<file path="src/rtl/e2q_pkg.sv">
package e2q_pkg;

  localparam int unsigned AtanEntries = 24;
  localparam int unsigned AngW = 16;
  localparam int unsigned PhW = 34;
  localparam int unsigned CW = 32;
  localparam int unsigned QW = 16;

  localparam logic signed [CW-1:0] InvGain = 32'sd652032874;

  localparam logic signed [PhW-1:0] AtanTable [AtanEntries] = '{
    34'sd536870912, 34'sd316933406, 34'sd167458907, 34'sd85004756,
    34'sd42667331,  34'sd21354465,  34'sd10679838,  34'sd5340245,
    34'sd2670163,   34'sd1335087,   34'sd667544,    34'sd333772,
    34'sd166886,    34'sd83443,     34'sd41722,     34'sd20861,
    34'sd10430,     34'sd5215,      34'sd2608,      34'sd1304,
    34'sd652,       34'sd326,       34'sd163,       34'sd81
  };

  typedef struct packed {
    logic signed [AngW-1:0] roll;
    logic signed [AngW-1:0] pitch;
    logic signed [AngW-1:0] yaw;
  } angles_t;

  typedef struct packed {
    logic signed [CW-1:0]  x;
    logic signed [CW-1:0]  y;
    logic signed [PhW-1:0] z;
  } lane_t;

endpackage

</file>
<file path="src/rtl/e2q_front.sv">
module e2q_front (
  input  logic               clk_i,
  input  logic               rst_ni,
  input  logic               in_valid_i,
  output logic               in_ready_o,
  input  e2q_pkg::angles_t   in_angles_i,
  output logic               q_valid_o,
  input  logic               q_pop_i,
  output e2q_pkg::angles_t   q_angles_o
);

  e2q_pkg::angles_t mem_q [2];
  logic       wr_ptr_q, wr_ptr_d;
  logic       rd_ptr_q, rd_ptr_d;
  logic [1:0] cnt_q, cnt_d;
  logic       push, pop;

  assign in_ready_o = (cnt_q != 2'd2);
  assign q_valid_o  = (cnt_q != 2'd0);
  assign q_angles_o = mem_q[rd_ptr_q];
  assign push       = in_valid_i && in_ready_o;
  assign pop        = q_pop_i && q_valid_o;

  always_comb begin
    wr_ptr_d = push ? ~wr_ptr_q : wr_ptr_q;
    rd_ptr_d = pop ? ~rd_ptr_q : rd_ptr_q;
    cnt_d    = cnt_q + {1'b0, push} - {1'b0, pop};
  end

  always_ff @(posedge clk_i or negedge rst_ni) begin
    if (!rst_ni) begin
      wr_ptr_q <= 1'b0;
      rd_ptr_q <= 1'b0;
      cnt_q    <= 2'd0;
    end else begin
      wr_ptr_q <= wr_ptr_d;
      rd_ptr_q <= rd_ptr_d;
      cnt_q    <= cnt_d;
    end
  end

  always_ff @(posedge clk_i) begin
    if (push) begin
      mem_q[wr_ptr_q] <= in_angles_i;
    end
  end

endmodule

</file>
<file path="config.mk">
export PLATFORM = sky130hd
export DESIGN_NAME = e2q_front
export DESIGN_NICKNAME = d
export VERILOG_FILES = /design/src/rtl/e2q_pkg.sv /design/src/rtl/e2q_front.sv
export SDC_FILE = /design/constraint.sdc
export NUM_CORES = 1
export LEC_CHECK = 0
export BUFFER_PORTS_ARGS = -buffer_cell sky130_fd_sc_hd__buf_2
export CORE_AREA = 5 5 93 95
export CTS_BUF_LIST = sky130_fd_sc_hd__clkbuf_4 sky130_fd_sc_hd__clkbuf_8
export DETAILED_ROUTE_END_ITERATION = 6
export DIE_AREA = 0 0 98 100
export PLACE_DENSITY = 0.74
export SYNTH_ARGS = -nofsm -noshare
export SYNTH_HDL_FRONTEND = slang
export SYNTH_SLANG_ARGS = --single-unit
export TNS_END_PERCENT = 30
</file>
<file path="constraint.sdc">
create_clock -name clk_i -period 3.8 [get_ports clk_i]
set_input_delay 0.38 -clock clk_i [delete_from_list [all_inputs] [get_ports clk_i]]
set_output_delay 0.38 -clock clk_i [all_outputs]
set_load 0.01 [all_outputs]
</file>
==> impl_metrics.json <==
{
  "irDropWorstVdd_v": 0.000375,
  "yosys_warnings": 0,
  "wl_um": 6010,
  "clk_latency_ps": 340,
  "drv_slew": 0,
  "routedWlPerCell_um": 15.7,
  "dp.final_hpwl_um": 4150,
  "hold_class": "in2reg",
  "antenna_left": 0,
  "crit_required_ps": 3420,
  "grt_usage_pct": 12.6,
  "yosysTopAreaCellShare_pct": 77.8,
  "synth_area_leaders": "edfxtp_1 78%, mux2_2 12%, mux2_4 4.1%",
  "cts_buffers": 9,
  "cp_cell_sequence": "buf_4 -> mux2_2 -> buf_2",
  "final.period_utilization_pct": 66.0,
  "fp.dieW_um": 98,
  "cts_sinks": 100,
  "grt_max_degree": 49,
  "max_clock_freq_mhz": 399,
  "drt-initial-drc-count": 43,
  "worst_pin_slew_ps": 1120,
  "post-route-min-period_ps": 2510,
  "place_congestion": 0.673,
  "yosys.cell_types.count": 17,
  "cts_tree": "done",
  "ys_seq_area_share_pct": 80.5,
  "hold_viol_final": 0,
  "core_sq_mm": 0.00765,
  "synth_seq_cells": 100,
  "skew_ps": 9.91,
  "num_vias": 1849,
  "critPathCaptureType": "output pin",
  "arrival_ps": 2130,
  "die_h_um": 100,
  "slowest_stage": "dfrtp_2",
  "final_nets": 330,
  "io_pins": 102,
  "port_buffers": 101,
  "relSlewSlack_pct": 25.6,
  "diodes": 0,
  "yosys.area.top_type": "edfxtp_1",
  "synth_nets": 220,
  "whs_ps": 223,
  "area_growth_pct": 21.7,
  "synthCells": 166,
  "avgSynthCellArea_sq_um": 22.3,
  "path_max_fanout": 34,
  "startpoint_type": "register",
  "rsz0062_at_grt": "false",
  "powerDensity_mw_per_mm2": 722,
  "path_class": "reg2out",
  "total_leakage_power_nw": 1.72,
  "drc": 0,
  "h-tree-depth": 3,
  "vias_per_cell": 4.84,
  "final.setup.tns_ps": 0,
  "clk_pin_slew_ps": 90,
  "cts_resized": 0,
  "setup_viol": 0,
  "clock-root-buffer": "clkbuf_8",
  "drv_cap": 0,
  "drive_above_1_share_pct": 60.0,
  "drt_pre_antenna_iters": 3,
  "cpPeakStageDelay_ps": 860,
  "syn_area_sq_mm": 0.00371,
  "grt_pass1_wl_um": 9350,
  "grt_pass1_vias": 1930,
  "status": "finished clean",
  "cts_max_path_buffers": 2,
  "post-route-util_pct": 59.0,
  "grt.overflow.total": 0,
  "die-area_sq_mm": 0.00980,
  "antenna_found_initial": 0,
  "rows": 32,
  "start_util_pct": 48.5
}
==> where the power goes <==
part           internal [mW]  leakage (nW)  switching [mW]
clock network          0.305        0.0892           0.321
registers               1.51         0.937           0.129
logic                  0.499         0.690           0.490
total                   2.32          1.72           0.941
==> layer usage <==
metal  vias to the layer above  track usage (%)  part of all wire, %
met5                         -                0                    0
met3                        11             4.45                  7.7
li1                        863                -                    -
met2                        78             20.8                   49
met1                       897             15.1                   42
met4                         0             5.43                  1.5
==> worst max-delay path, delay by kind of cell, from the launching register on <==
family | cells | cell delay, ps
DFF | 1 | 860
buffers and inverters | 2 | 540
muxes | 1 | 370
==> sequential cells by signal (all words and copies together) (netlist names) <==
name	flops
rd_ptr_q	1
cnt_q	2
wr_ptr_q	1
mem_q	96
==> placed cells by master, fill, tap and decap left out, types with 2 or more instances in the layout <==
cell type	count
edfxtp_1	96
buf_4	2
dfrtp_1	3
mux2_2	38
mux2_4	10
buf_2	101
clkbuf_8	9
xnor2_1	3
clkinvlp_4	2
ha_1	2
==> repair_timing <==
item | 4_1_cts | 5_1_grt
hold buffers | 1 | 0
endpoints found under the hold margin | 4 | 0
setup buffers | 0 | 0
==> layout make-up <==
type / instances / area [sq um]
flip-flops and latches: 100 / 2980
clock buffers: 10 / 131
multi-input cells: 60 / 679
well taps: 102 / 128
fillers: 580 / 3140
clock inverters: 5 / 53.8
inverters: 1 / 3.75
repair buffers: 104 / 531
==> cells by family after synthesis <==
family,synth area share [%]
buffers and inverters,1.42
multiplexers,15.6
XOR/XNOR,0.945
flip-flops,80.5
AND/OR/NAND/NOR,0.878
adder cells (fa/ha/maj),0.675
==> worst paths after layout <==
kind / startpoint / endpoint / slack (ps) / cells past startpoint
setup / recovery: rd_ptr_q / q_angles_o[25] / 1290 / 3
hold / removal: in_angles_i[6] / mem_q[1][6] / 220 / 1
setup reg to reg: cnt_q[1] / mem_q[0][8] / 1690 / 4
hold reg to reg: cnt_q[0] / cnt_q[0] / 530 / 1
max in group asynchronous: rst_ni / rd_ptr_q / 3290 / 2
min in group asynchronous: rst_ni / cnt_q[1] / 370 / 2
==> cell usage after synthesis (all sizes together) <==
cell and instances:
and2 1, and3 1, buf 5, dfrtp 4, edfxtp 96, ha 2
inv 1, mux2 48, nand2 1, nand2b 1, nor2 1, or2 1
xnor2 3, xor2 1
==> metrics by stage <==
stage / instance area [sq um] / setup slack (ps) / std cells / total power [mW]
finish: 4510 / 1290 / 382 / 3.26
global route: 4510 / 1120 / 382 / 3.45
CTS: 4510 / 1240 / 382 / 3.31
detailed placement: 4320 / 1630 / 366 / 2.68
global placement: 4320 / 1630 / 366 / 2.66
floorplan: 3710 / 669 / 166 / 2.33
No activity file was read; power rests on OpenSTA's default activity.
